## src/rtl/hfd_pkg.sv

```systemverilog
`timescale 1ns / 1ps
`default_nettype none

package hfd_pkg;

    localparam int COUNT_BITS  = 8;
    localparam int QUEUE_DEPTH = 2;
    localparam int QPTR_BITS   = (QUEUE_DEPTH > 1) ? $clog2(QUEUE_DEPTH) : 1;
    localparam int QCNT_BITS   = $clog2(QUEUE_DEPTH + 1);

    localparam logic [7:0]  CRC_POLY     = 8'h31;
    localparam logic [7:0]  CRC_INIT     = 8'hff;
    localparam logic [15:0] RAW_INVALID  = 16'hffff;

    localparam logic [14:0] TEMP_SCALE   = 15'd17500;
    localparam logic [13:0] HUMI_SCALE_A = 14'd10000;
    localparam logic [13:0] HUMI_SCALE_B = 14'd12500;
    localparam logic signed [16:0] TEMP_BIAS   = 17'sd4500;
    localparam logic signed [16:0] HUMI_BIAS_B = 17'sd600;
    localparam logic signed [16:0] HUMI_MAX    = 17'sd9999;
    localparam logic signed [16:0] OFFSET_MUL  = 17'sd10;

    // configuration register indexes
    typedef enum logic [1:0] {
        CFG_SENSOR_TYPE = 2'd0,
        CFG_TEMP_ADJ    = 2'd1,
        CFG_HUMI_ADJ    = 2'd2
    } cfg_index_t;

    typedef enum logic [2:0] {
        POS_TEMP_HI = 3'd0,
        POS_TEMP_LO = 3'd1,
        POS_CRC     = 3'd2,
        POS_HUMI_HI = 3'd3,
        POS_HUMI_LO = 3'd4
    } pos_t;

    typedef struct packed {
        logic              sensor_type;
        logic signed [7:0] temp_adj;
        logic signed [7:0] humi_adj;
    } cfg_t;

    typedef struct packed {
        logic        ok;
        logic [15:0] raw_temp;
        logic [15:0] raw_humi;
    } frame_t;

    function automatic logic [7:0] crc8_byte(input logic [7:0] crc, input logic [7:0] data);
        logic [7:0] c;
        c = crc ^ data;
        for (int k = 0; k < 8; k++) begin
            if (c[7]) begin
                c = {c[6:0], 1'b0} ^ CRC_POLY;
            end else begin
                c = {c[6:0], 1'b0};
            end
        end
        return c;
    endfunction

endpackage

`default_nettype wire

```

## src/rtl/hfd_front.sv

```systemverilog
`timescale 1ns / 1ps
`default_nettype none

module hfd_front (
    input  wire logic            clk,
    input  wire logic            rst_n,
    input  wire logic            in_valid,
    input  wire logic            q_full,
    input  wire logic [7:0]      rx_byte,
    input  wire logic            frame_start,
    output logic                 push,
    output hfd_pkg::frame_t      push_data
);
    import hfd_pkg::*;

    pos_t        pos_reg, pos_next;
    logic [7:0]  crc_reg, crc_next;
    logic [15:0] raw_temp_reg, raw_temp_next;
    logic [7:0]  rx_crc_reg, rx_crc_next;
    logic [7:0]  humi_hi_reg, humi_hi_next;
    logic        accept;
    pos_t        pos_eff;

    assign accept  = in_valid && !q_full;
    assign pos_eff = frame_start ? POS_TEMP_HI : pos_reg;

    always_comb
    begin
        pos_next      = pos_reg;
        crc_next      = crc_reg;
        raw_temp_next = raw_temp_reg;
        rx_crc_next   = rx_crc_reg;
        humi_hi_next  = humi_hi_reg;
        push          = 1'b0;
        push_data.ok       = (crc_reg == rx_crc_reg) && (raw_temp_reg != RAW_INVALID);
        push_data.raw_temp = raw_temp_reg;
        push_data.raw_humi = {humi_hi_reg, rx_byte};
        if (accept)
        begin
            unique case (pos_eff)
                POS_TEMP_LO:
                begin
                    raw_temp_next = {raw_temp_reg[15:8], rx_byte};
                    crc_next      = crc8_byte(crc_reg, rx_byte);
                    pos_next      = POS_CRC;
                end
                POS_CRC:
                begin
                    rx_crc_next = rx_byte;
                    pos_next    = POS_HUMI_HI;
                end
                POS_HUMI_HI:
                begin
                    humi_hi_next = rx_byte;
                    pos_next     = POS_HUMI_LO;
                end
                POS_HUMI_LO:
                begin
                    push     = 1'b1;
                    crc_next = CRC_INIT;
                    pos_next = POS_TEMP_HI;
                end
                default:
                begin
                    crc_next      = crc8_byte(CRC_INIT, rx_byte);
                    raw_temp_next = {rx_byte, 8'h00};
                    pos_next      = POS_TEMP_LO;
                end
            endcase
        end
    end

    always_ff @(posedge clk or negedge rst_n)
    begin
        if (!rst_n)
        begin
            pos_reg      <= POS_TEMP_HI;
            crc_reg      <= CRC_INIT;
            raw_temp_reg <= '0;
            rx_crc_reg   <= '0;
            humi_hi_reg  <= '0;
        end
        else
        begin
            pos_reg      <= pos_next;
            crc_reg      <= crc_next;
            raw_temp_reg <= raw_temp_next;
            rx_crc_reg   <= rx_crc_next;
            humi_hi_reg  <= humi_hi_next;
        end
    end

endmodule

`default_nettype wire

```

## src/rtl/hfd_queue.sv

```systemverilog
`timescale 1ns / 1ps
`default_nettype none

module hfd_queue (
    input  wire logic            clk,
    input  wire logic            rst_n,
    input  wire logic            push,
    input  wire hfd_pkg::frame_t push_data,
    input  wire logic            pop,
    output logic                 full,
    output logic                 not_empty,
    output hfd_pkg::frame_t      head
);
    import hfd_pkg::*;

    frame_t                 mem [QUEUE_DEPTH];
    logic [QPTR_BITS-1:0]   wr_ptr_reg, wr_ptr_next;
    logic [QPTR_BITS-1:0]   rd_ptr_reg, rd_ptr_next;
    logic [QCNT_BITS-1:0]   count_reg, count_next;
    logic                   do_push, do_pop;

    assign full      = (count_reg == QCNT_BITS'(QUEUE_DEPTH));
    assign not_empty = (count_reg != '0);
    assign head      = mem[rd_ptr_reg];
    assign do_push   = push && !full;
    assign do_pop    = pop && not_empty;

    always_comb
    begin
        wr_ptr_next = wr_ptr_reg;
        rd_ptr_next = rd_ptr_reg;
        count_next  = count_reg;
        if (do_push)
        begin
            wr_ptr_next = (wr_ptr_reg == QPTR_BITS'(QUEUE_DEPTH - 1)) ? '0 : wr_ptr_reg + 1'b1;
        end
        if (do_pop)
        begin
            rd_ptr_next = (rd_ptr_reg == QPTR_BITS'(QUEUE_DEPTH - 1)) ? '0 : rd_ptr_reg + 1'b1;
        end
        if (do_push && !do_pop)
        begin
            count_next = count_reg + 1'b1;
        end
        else if (do_pop && !do_push)
        begin
            count_next = count_reg - 1'b1;
        end
    end

    always_ff @(posedge clk)
    begin
        if (do_push)
        begin
            mem[wr_ptr_reg] <= push_data;
        end
    end

    always_ff @(posedge clk or negedge rst_n)
    begin
        if (!rst_n)
        begin
            wr_ptr_reg <= '0;
            rd_ptr_reg <= '0;
            count_reg  <= '0;
        end
        else
        begin
            wr_ptr_reg <= wr_ptr_next;
            rd_ptr_reg <= rd_ptr_next;
            count_reg  <= count_next;
        end
    end

endmodule

`default_nettype wire

```

## src/rtl/hfd_back.sv

```systemverilog
`timescale 1ns / 1ps
`default_nettype none

module hfd_back (
    input  wire logic                  clk,
    input  wire logic                  rst_n,
    input  wire hfd_pkg::cfg_t         cfg,
    input  wire logic                  q_not_empty,
    input  wire hfd_pkg::frame_t       q_head,
    output logic                       q_pop,
    output logic                       out_valid,
    input  wire logic                  out_stall,
    output logic                       frame_ok,
    output logic signed [14:0]         temperature,
    output logic [13:0]                humidity,
    output logic [7:0]                 good_count
);
    import hfd_pkg::*;

    // scaling stage
    logic                   a_valid_reg;
    logic                   a_ok_reg;
    logic [14:0]            a_temp_reg, a_temp_next;
    logic [13:0]            a_humi_reg, a_humi_next;
    logic [30:0]            prod_t;
    logic [29:0]            prod_h;
    logic                   a_load;

    // output stage
    logic                   out_valid_reg;
    logic                   ok_reg;
    logic signed [14:0]     temp_reg;
    logic [13:0]            humi_reg;
    logic [7:0]             good_reg;
    logic [COUNT_BITS-1:0]  count_reg, count_next;
    logic                   out_load;

    logic signed [16:0]     t_sum;
    logic signed [16:0]     h_sum;
    logic [13:0]            h_sat;

    assign out_load = a_valid_reg && (!out_valid_reg || !out_stall);
    assign a_load   = !a_valid_reg || out_load;
    assign q_pop    = a_load && q_not_empty;

    always_comb
    begin
        prod_t      = 31'(q_head.raw_temp) * 31'(TEMP_SCALE);
        prod_h      = 30'(q_head.raw_humi) *
                      30'(cfg.sensor_type ? HUMI_SCALE_B : HUMI_SCALE_A);
        a_temp_next = prod_t[30:16];
        a_humi_next = prod_h[29:16];
    end

    always_comb
    begin
        t_sum = $signed({2'b00, a_temp_reg}) - TEMP_BIAS +
                17'(cfg.temp_adj) * OFFSET_MUL;
        h_sum = $signed({3'b000, a_humi_reg}) - (cfg.sensor_type ? HUMI_BIAS_B : 17'sd0) +
                17'(cfg.humi_adj) * OFFSET_MUL;
        if (h_sum < 17'sd0)
        begin
            h_sat = '0;
        end
        else if (h_sum > HUMI_MAX)
        begin
            h_sat = HUMI_MAX[13:0];
        end
        else
        begin
            h_sat = h_sum[13:0];
        end
        count_next = count_reg + (a_ok_reg ? COUNT_BITS'(1) : '0);
    end

    always_ff @(posedge clk)
    begin
        if (q_pop)
        begin
            a_ok_reg   <= q_head.ok;
            a_temp_reg <= a_temp_next;
            a_humi_reg <= a_humi_next;
        end
        if (out_load)
        begin
            ok_reg   <= a_ok_reg;
            temp_reg <= a_ok_reg ? t_sum[14:0] : '0;
            humi_reg <= a_ok_reg ? h_sat : '0;
            good_reg <= count_next[7:0];
        end
    end

    always_ff @(posedge clk or negedge rst_n)
    begin
        if (!rst_n)
        begin
            a_valid_reg   <= 1'b0;
            out_valid_reg <= 1'b0;
            count_reg     <= '0;
        end
        else
        begin
            if (a_load)
            begin
                a_valid_reg <= q_not_empty;
            end
            if (out_load)
            begin
                out_valid_reg <= 1'b1;
                count_reg     <= count_next;
            end
            else if (!out_stall)
            begin
                out_valid_reg <= 1'b0;
            end
        end
    end

    assign out_valid   = out_valid_reg;
    assign frame_ok    = ok_reg;
    assign temperature = temp_reg;
    assign humidity    = humi_reg;
    assign good_count  = good_reg;

endmodule

`default_nettype wire

```

## src/rtl/humidity_sensor_frame_decoder_core.sv

```systemverilog
`timescale 1ns / 1ps
`default_nettype none

// Decodes five-byte sensor frames (temperature high, temperature low, CRC-8 over
// the temperature, humidity high, humidity low) into a frame_ok flag, temperature
// in 0.01 C, humidity in 0.01 % saturated to 0..9999, and a running count of good
// frames. One byte is accepted per clock while in_stall is low; a frame_start beat
// drops any partial frame and restarts the byte position. The fifth byte of a frame
// yields one result beat on out_valid, passing from the frame queue through the
// scaling multipliers and scaling register, then the offset and saturation stage
// ahead of the output register. A two-entry queue parts the byte decoder from the
// scaling stages, so results that wait on out_stall do not hold up the input until
// the queue fills. Configuration (index 0 sensor type, 1 temperature offset, 2
// humidity offset, offsets in 0.1 units) is always ready and should be written
// while no frame is in flight.
module humidity_sensor_frame_decoder_core (
    input  wire logic                clk,
    input  wire logic                rst_n,
    input  wire logic                in_valid,
    output logic                     in_stall,
    input  wire logic [7:0]          rx_byte,
    input  wire logic                frame_start,
    output logic                     out_valid,
    input  wire logic                out_stall,
    output logic                     frame_ok,
    output logic signed [14:0]       temperature,
    output logic [13:0]              humidity,
    output logic [7:0]               good_count,
    input  wire logic                cfg_valid,
    output logic                     cfg_ready,
    input  wire logic [1:0]          cfg_index,
    input  wire logic [7:0]          cfg_data
);
    import hfd_pkg::*;

    cfg_t   cfg_reg;
    frame_t push_data;
    frame_t q_head;
    logic   push;
    logic   q_full;
    logic   q_not_empty;
    logic   q_pop;

    assign cfg_ready = 1'b1;
    assign in_stall  = q_full;

    always_ff @(posedge clk or negedge rst_n)
    begin
        if (!rst_n)
        begin
            cfg_reg <= '0;
        end
        else if (cfg_valid && cfg_ready)
        begin
            case (cfg_index_t'(cfg_index))
                CFG_SENSOR_TYPE: cfg_reg.sensor_type <= cfg_data[0];
                CFG_TEMP_ADJ:    cfg_reg.temp_adj    <= cfg_data;
                CFG_HUMI_ADJ:    cfg_reg.humi_adj    <= cfg_data;
                default: ;
            endcase
        end
    end

    hfd_front u_front (
        .clk         (clk),
        .rst_n       (rst_n),
        .in_valid    (in_valid),
        .q_full      (q_full),
        .rx_byte     (rx_byte),
        .frame_start (frame_start),
        .push        (push),
        .push_data   (push_data)
    );

    hfd_queue u_queue (
        .clk       (clk),
        .rst_n     (rst_n),
        .push      (push),
        .push_data (push_data),
        .pop       (q_pop),
        .full      (q_full),
        .not_empty (q_not_empty),
        .head      (q_head)
    );

    hfd_back u_back (
        .clk         (clk),
        .rst_n       (rst_n),
        .cfg         (cfg_reg),
        .q_not_empty (q_not_empty),
        .q_head      (q_head),
        .q_pop       (q_pop),
        .out_valid   (out_valid),
        .out_stall   (out_stall),
        .frame_ok    (frame_ok),
        .temperature (temperature),
        .humidity    (humidity),
        .good_count  (good_count)
    );

endmodule

`default_nettype wire
```

## config.mk

```make
export PLATFORM = sky130hd
export DESIGN_NAME = humidity_sensor_frame_decoder_core
export DESIGN_NICKNAME = d
export VERILOG_FILES = /design/src/rtl/hfd_pkg.sv /design/src/rtl/hfd_front.sv /design/src/rtl/hfd_queue.sv /design/src/rtl/hfd_back.sv /design/src/rtl/humidity_sensor_frame_decoder_core.sv
export SDC_FILE = /design/constraint.sdc
export NUM_CORES = 1
export LEC_CHECK = 0
export BUFFER_PORTS_ARGS = -buffer_cell sky130_fd_sc_hd__buf_2
export CAP_MARGIN = 40
export CORE_ASPECT_RATIO = 0.5
export CORE_MARGIN = 4
export CORE_UTILIZATION = 64
export CTS_CLUSTER_DIAMETER = 150
export DETAILED_ROUTE_END_ITERATION = 8
export PLACE_DENSITY = 0.82
export SLEW_MARGIN = 20
export SYNTH_ARGS = -nofsm -noshare
export SYNTH_HDL_FRONTEND = slang
export SYNTH_SLANG_ARGS = --single-unit
```

## constraint.sdc

```tcl
create_clock -name clk -period 8.86 [get_ports clk]
set_input_delay 0.886 -clock clk [delete_from_list [all_inputs] [get_ports clk]]
set_output_delay 0.886 -clock clk [all_outputs]
set_load 0.005 [all_outputs]
```

======== Word level (Yosys, flattened, before mapping) ========
Memories as Yosys holds them, arrays and structs flattened.
Index checks and enable logic that the tools add are counted.
operators by class
  $add $sub $neg .......................... 9
  multipliers ............................. 4
  divide/modulo/power cells ............... 0
  $lt $le $gt $ge ......................... 2
  equal/unequal tests ..................... 10
  shift-type cells ........................ 0
  multiplexer cells ....................... 62
  bitwise logic cells ..................... 22
  reductions and logical operators ........ 32
operators by type and width
  kind                    count
  $mux 8                  28
  $mux 6                  16
  $not 3->3               16
  $pmux 16 s2             1
  $mul 16x30->30          1
  $mul 16x13->29 const B  1
  $mul 8x4->12 const B    2
  $pmux 8 s3              1
  $add 17x17->17          1
  $gt 17x15->1 const B    1
  $lt 17x1->1 const B     1
  $sub 15x17->17          1
  $ne 16x16->1 const B    1
  $add 15x15->15          1
  $sub 15x13->15 const B  1
  $mux 14                 1
  $reduce_and 2->1        7
  $mux 13                 1
  $pmux 3 s4              1
  $mux 10                 1
  $mux 1                  9
  $add 8x8->8             1
  $eq 8x8->1              1
  $logic_and 1x1->1       8
  22 further kinds        38
storage, ports and cells
  register bits ........................... 142
  bits in latches ......................... 0
  bits in writable memories ............... 66
  memory bits (read-only) ................. 0
  input bits .............................. 24
  output and inout port bits .............. 41
  word-level logic and storage cells ...... 165
  memories kept ........................... 1
memory list
  memory       depth  width  rd ports  clocked after memory_dff  wr ports  line             text
  u_queue.mem  2      33     1         0                         1         hfd_queue.sv:16  frame_t mem [QUEUE_DEPTH];

======== Longest topological paths before layout ========
  depth after elaboration ................. 32
  depth in mapped cells ................... 25
  gate-level depth less buffers ........... 23

======== Hierarchy ========
Synthesis repeated with hierarchy kept, for this count alone.
unflattened totals
  cells, all modules ...................... 1641
  area total of the unflattened synthesis .. 18592.8 µm²
by module, submodules not included
  module                              instances  cells each  area each (µm²)  seq. area each (µm²)
  hfd_back                            1          1296        12888.6          2292.2
  hfd_queue                           1          122         2733.9           2082.0
  hfd_front                           1          184         2294.7           1086.0
  humidity_sensor_frame_decoder_core  1          39          675.6            425.4

======== Least setup slack after synthesis ========
Ideal clock, no wire load.
  path type ............................... register -> register
  from .................................... reg u_queue.rd_ptr_reg
  to ...................................... reg u_back.a_humi_reg[13] (data pin)
  setup time .............................. 0.260 ns
  data arrival time ....................... 5.892 ns
  required time ........................... 8.600 ns
  slack ................................... 2.708 ns
  stages on the path, launching flop included .. 24
  path buffers ............................ 2
  period minus slack after synthesis ...... 6.152 ns
  cell sequence ........................... dfrtp_1 -> clkbuf_1 -> clkbuf_1 -> mux2i_1 -> inv_1 -> nand2_1 -> inv_1 -> fa_1 -> fa_1 -> inv_1 -> fa_1 -> fa_1 -> inv_1 -> fa_1 -> ha_1 -> ha_1 -> a21oi_1 -> o21ai_0 -> a22oi_1 -> nand3_1 -> a31oi_1 -> a21oi_1 -> a21oi_1 -> xnor2_1
on the way
  longest elaborated chain between the ends .. 2
RTL lines
  element                      line             text
  start: declaration           hfd_queue.sv:18  logic [QPTR_BITS-1:0] rd_ptr_reg, rd_ptr_next;
  start signal: assignment     hfd_queue.sv:70  rd_ptr_reg <= rd_ptr_next;
  $mem_v2 2x33                 n/a
  $mul 16x30->30               hfd_back.sv:49   prod_h = 30'(q_head.raw_humi) *
  named net u_back.prod_h[29]  hfd_back.sv:26   logic [29:0] prod_h;
  end signal: assignment       hfd_back.sv:82   a_humi_reg <= a_humi_next;
  end: declaration             hfd_back.sv:24   logic [13:0] a_humi_reg, a_humi_next;
The timed path passes the listed nets, and every way through them passes these cells.
A chain may end at the register's enable or synchronous reset.

======== Final worst setup path ========
Same ends and word-level chain as after synthesis.

==> flow_summary.yaml <==
grt:
  grt_util_all_layers: 0.232
  grt_first_pass_wirelength_mm: 58.8
  first_global_vias: 11900
  grt_antenna_before_repair: 0
  pin_count_of_the_biggest_net_entering_global_routing: 58
  grt_remaining_overflow: 0
synthesis:
  syn_nets: 2158
  synthTopCellsByArea: "edfxtp_1 22%, ha_1 20%, fa_1 16%"
  yosysUniqueCellTypes: 67
  synthesis.area_um2: 18400
  ys_ff_latch: 208
  synthesis.area_per_instance_um2: 10.9
  synthCells: 1689
  ys_warn_count: 0
  ys_dominant_reg_cell: "edfxtp_1"
  synth-async-reset-ratio: 0.356
  yosys_top_cell_area_share: 0.219
  synth_edf_count: 134
  library_cell_occupying_the_most_area_in_the_post_synthesis_netlist: "edfxtp_1"
  ys_seq_area_frac: 0.320
clock_network:
  tritoncts_clock_tree: "done"
  cts_max_path_buffers: 3
  ctsHoldBuffers: 0
  clockRootBuffer: "clkbuf_16"
  clock_insertion_delay_worst_skew_ns: 0.51
  cts_post_setup_buffers_inserted: 0
  clkSlewWorstSetupHoldPaths_ns: 0.07
  cts-htree-levels: 1
  tritoncts.num_buffers: 20
  post_cts_resize_count: 0
  sinks_on_the_clock_net: 208
layout:
  max_reg_flops: 66
  final_cell_mix: "354 x inv_1, 300 x ha_1, 145 x fa_1, 134 x edfxtp_1, 81 x nor2_1"
  final_nets: 2232
  layout-drive-gt1-share: 0.101
  post-route-cell-area_um2: 19900
  final_common_cell: "inv_1"
  area_delta_synth_final_pct: 8.24
  antennaDiodeCount: 0
routing:
  remaining_drc_errors: 0
  dr_total_vias: 11800
  antenna_left: 0
  viasPerCell: 5.48
  wl_mm: 35.5
  detailedRoute.firstIterationViolations: 665
  drt_pre_antenna_iters: 5
  avgRoutedWirePerCell_um: 16.4
run_status:
  status: "finished, final reports clean"
setup_path:
  critPathMaxFanout: 12
  startpoint_type: "register"
  crit_type: "register to register"
  end_kind: "register"
  critical_path_required_ns: 9.11
  critPathArrivalTime_ns: 6.69
  r2r.worst_path.cells: 22
placed_design:
  dpl_cell_area_um2: 19200
  io_buffers: 63
  detail_placement_hpwl_mm: 28.8
  gpl.final_weighted_congestion: 0.930
  dpl_worst_slack_ns: 2.49
timing:
  finalSetupTns_ns: 0
  final.setup_skew_ns: 0.0179
  worst-slew-pin-transition_ns: 0.780
  fmax_ghz: 0.155
  worst_slack_ns: 2.42
  report.final.hold_viol_count: 0
  worst_slew_margin_rel: 0.480
  rsz0062_at_grt: "no"
  fin_crit_ns: 6.44
  drv_slew: 0
  setup_violating_endpoint_count_in_the_final_report: 0
  layout_worst_path_cycle_share: 0.727
floorplanning:
  num_io_pins: 65
  die_area_um2: 31700
  core_area_um2: 28000
  die_width_um: 248
  num_rows: 43
  floorplan.initialDensity: 0.657
  die_h_um: 128
run:
  cap_violations: 0
worst_hold_path:
  hold_path.class: "input port to async pin"
## final cells by class
type                    instances  area, µm²
inverters                     355       1330
repair buffers                 74        408
fillers                      1975       8070
flip-flops and latches        208       5890
well taps                     382        478
multi-input cells            1104      11100
clock buffers                  28        614
clock inverters                 8       97.6
## stage by stage
| step | hold slack (ns) | cells | utilization |
|---|---|---|---|
| 2_1_floorplan | 0.437 | 1689 | - |
| 3_3_place_gp | 0.448 | 2121 | 0.685 |
| 3_5_place_dp | 0.450 | 2123 | 0.686 |
| 4_1_cts | 0.224 | 2159 | 0.711 |
| 5_1_grt | 0.226 | 2159 | 0.711 |
| 6_report | 0.227 | 2159 | 0.711 |
## metal layers
| layer | routed length (µm) | vias up | part of all wire | track usage |
|---|---|---|---|---|
| li1 | - | 5776 | - | - |
| met1 | 17000 | 5771 | 0.48 | 0.335 |
| met2 | 16100 | 233 | 0.45 | 0.375 |
| met3 | 1880 | 44 | 0.053 | 0.0420 |
| met4 | 592 | 0 | 0.017 | 0.0417 |
| met5 | 0 | - | 0 | 0 |
## Yosys cell counts (4+ instances only)
library cell  count
nor3_1           20
nand2_1          71
o31a_1            4
edfxtp_1        134
fa_1            145
o21ai_0          45
a21oi_1          50
dfrtp_1          66
xor2_1           36
a211oi_1         10
nor2b_1          17
nand2b_1         10
nand3_1          18
a21o_1           21
o31ai_1           4
mux2_2           47
clkbuf_1         17
o211ai_1          4
o21a_1           15
and2_1            9
ha_1            300
nand4_1          10
nand3b_1          7
xnor2_1          75
o21bai_1          6
dfstp_2           8
o21ai_1           6
and3_1            4
nor2_1           81
a31oi_1           7
mux2i_1          29
inv_1           354
## kinds of logic (layout without fill, tap and decap cells)
group | Yosys count | after routing | synth area share
compound gates | 200 | 200 | 0.0708
xor+xnor | 111 | 111 | 0.0529
fa+ha+maj | 445 | 445 | 0.362
buf+inv | 377 | 465 | 0.0777
flops | 208 | 208 | 0.320
mux | 76 | 76 | 0.0446
other cells | 1 | 1 | 0.000204
simple gates | 271 | 271 | 0.0719
## final timing paths
check                                        from                    end  slack, ns
setup / recovery               u_queue.rd_ptr_reg  u_back.a_humi_reg[13]       2.42
hold reg to reg            u_front.humi_hi_reg[6]     u_queue.mem[1][14]       0.47
max in group asynchronous                   rst_n             cfg_reg[4]       7.57
setup reg to reg               u_queue.rd_ptr_reg  u_back.a_humi_reg[13]       2.42
min in group clk           u_front.humi_hi_reg[6]     u_queue.mem[1][14]       0.47
hold / removal                              rst_n  u_front.rx_crc_reg[3]       0.23
## worst max-delay path, stage by stage, from the launching register on
cell and delay [ns]:
dfrtp_1 0.65, buf_8 0.24, mux2i_1 0.27, inv_1 0.14, nand2_1 0.13, inv_1 0.09
fa_1 0.45, fa_1 0.50, ha_1 0.33, fa_1 0.53, inv_1 0.06, fa_1 0.53
inv_1 0.05, ha_1 0.29, ha_1 0.30, nand4b_1 0.09, o21ai_0 0.53, nand3_1 0.18
nand3_1 0.22, a31oi_1 0.12, a21oi_1 0.22, a21oi_1 0.13, xnor2_1 0.13
Power is not shown: default switching activity piles up to over one toggle a cycle in this logic, so the estimate is an artifact.
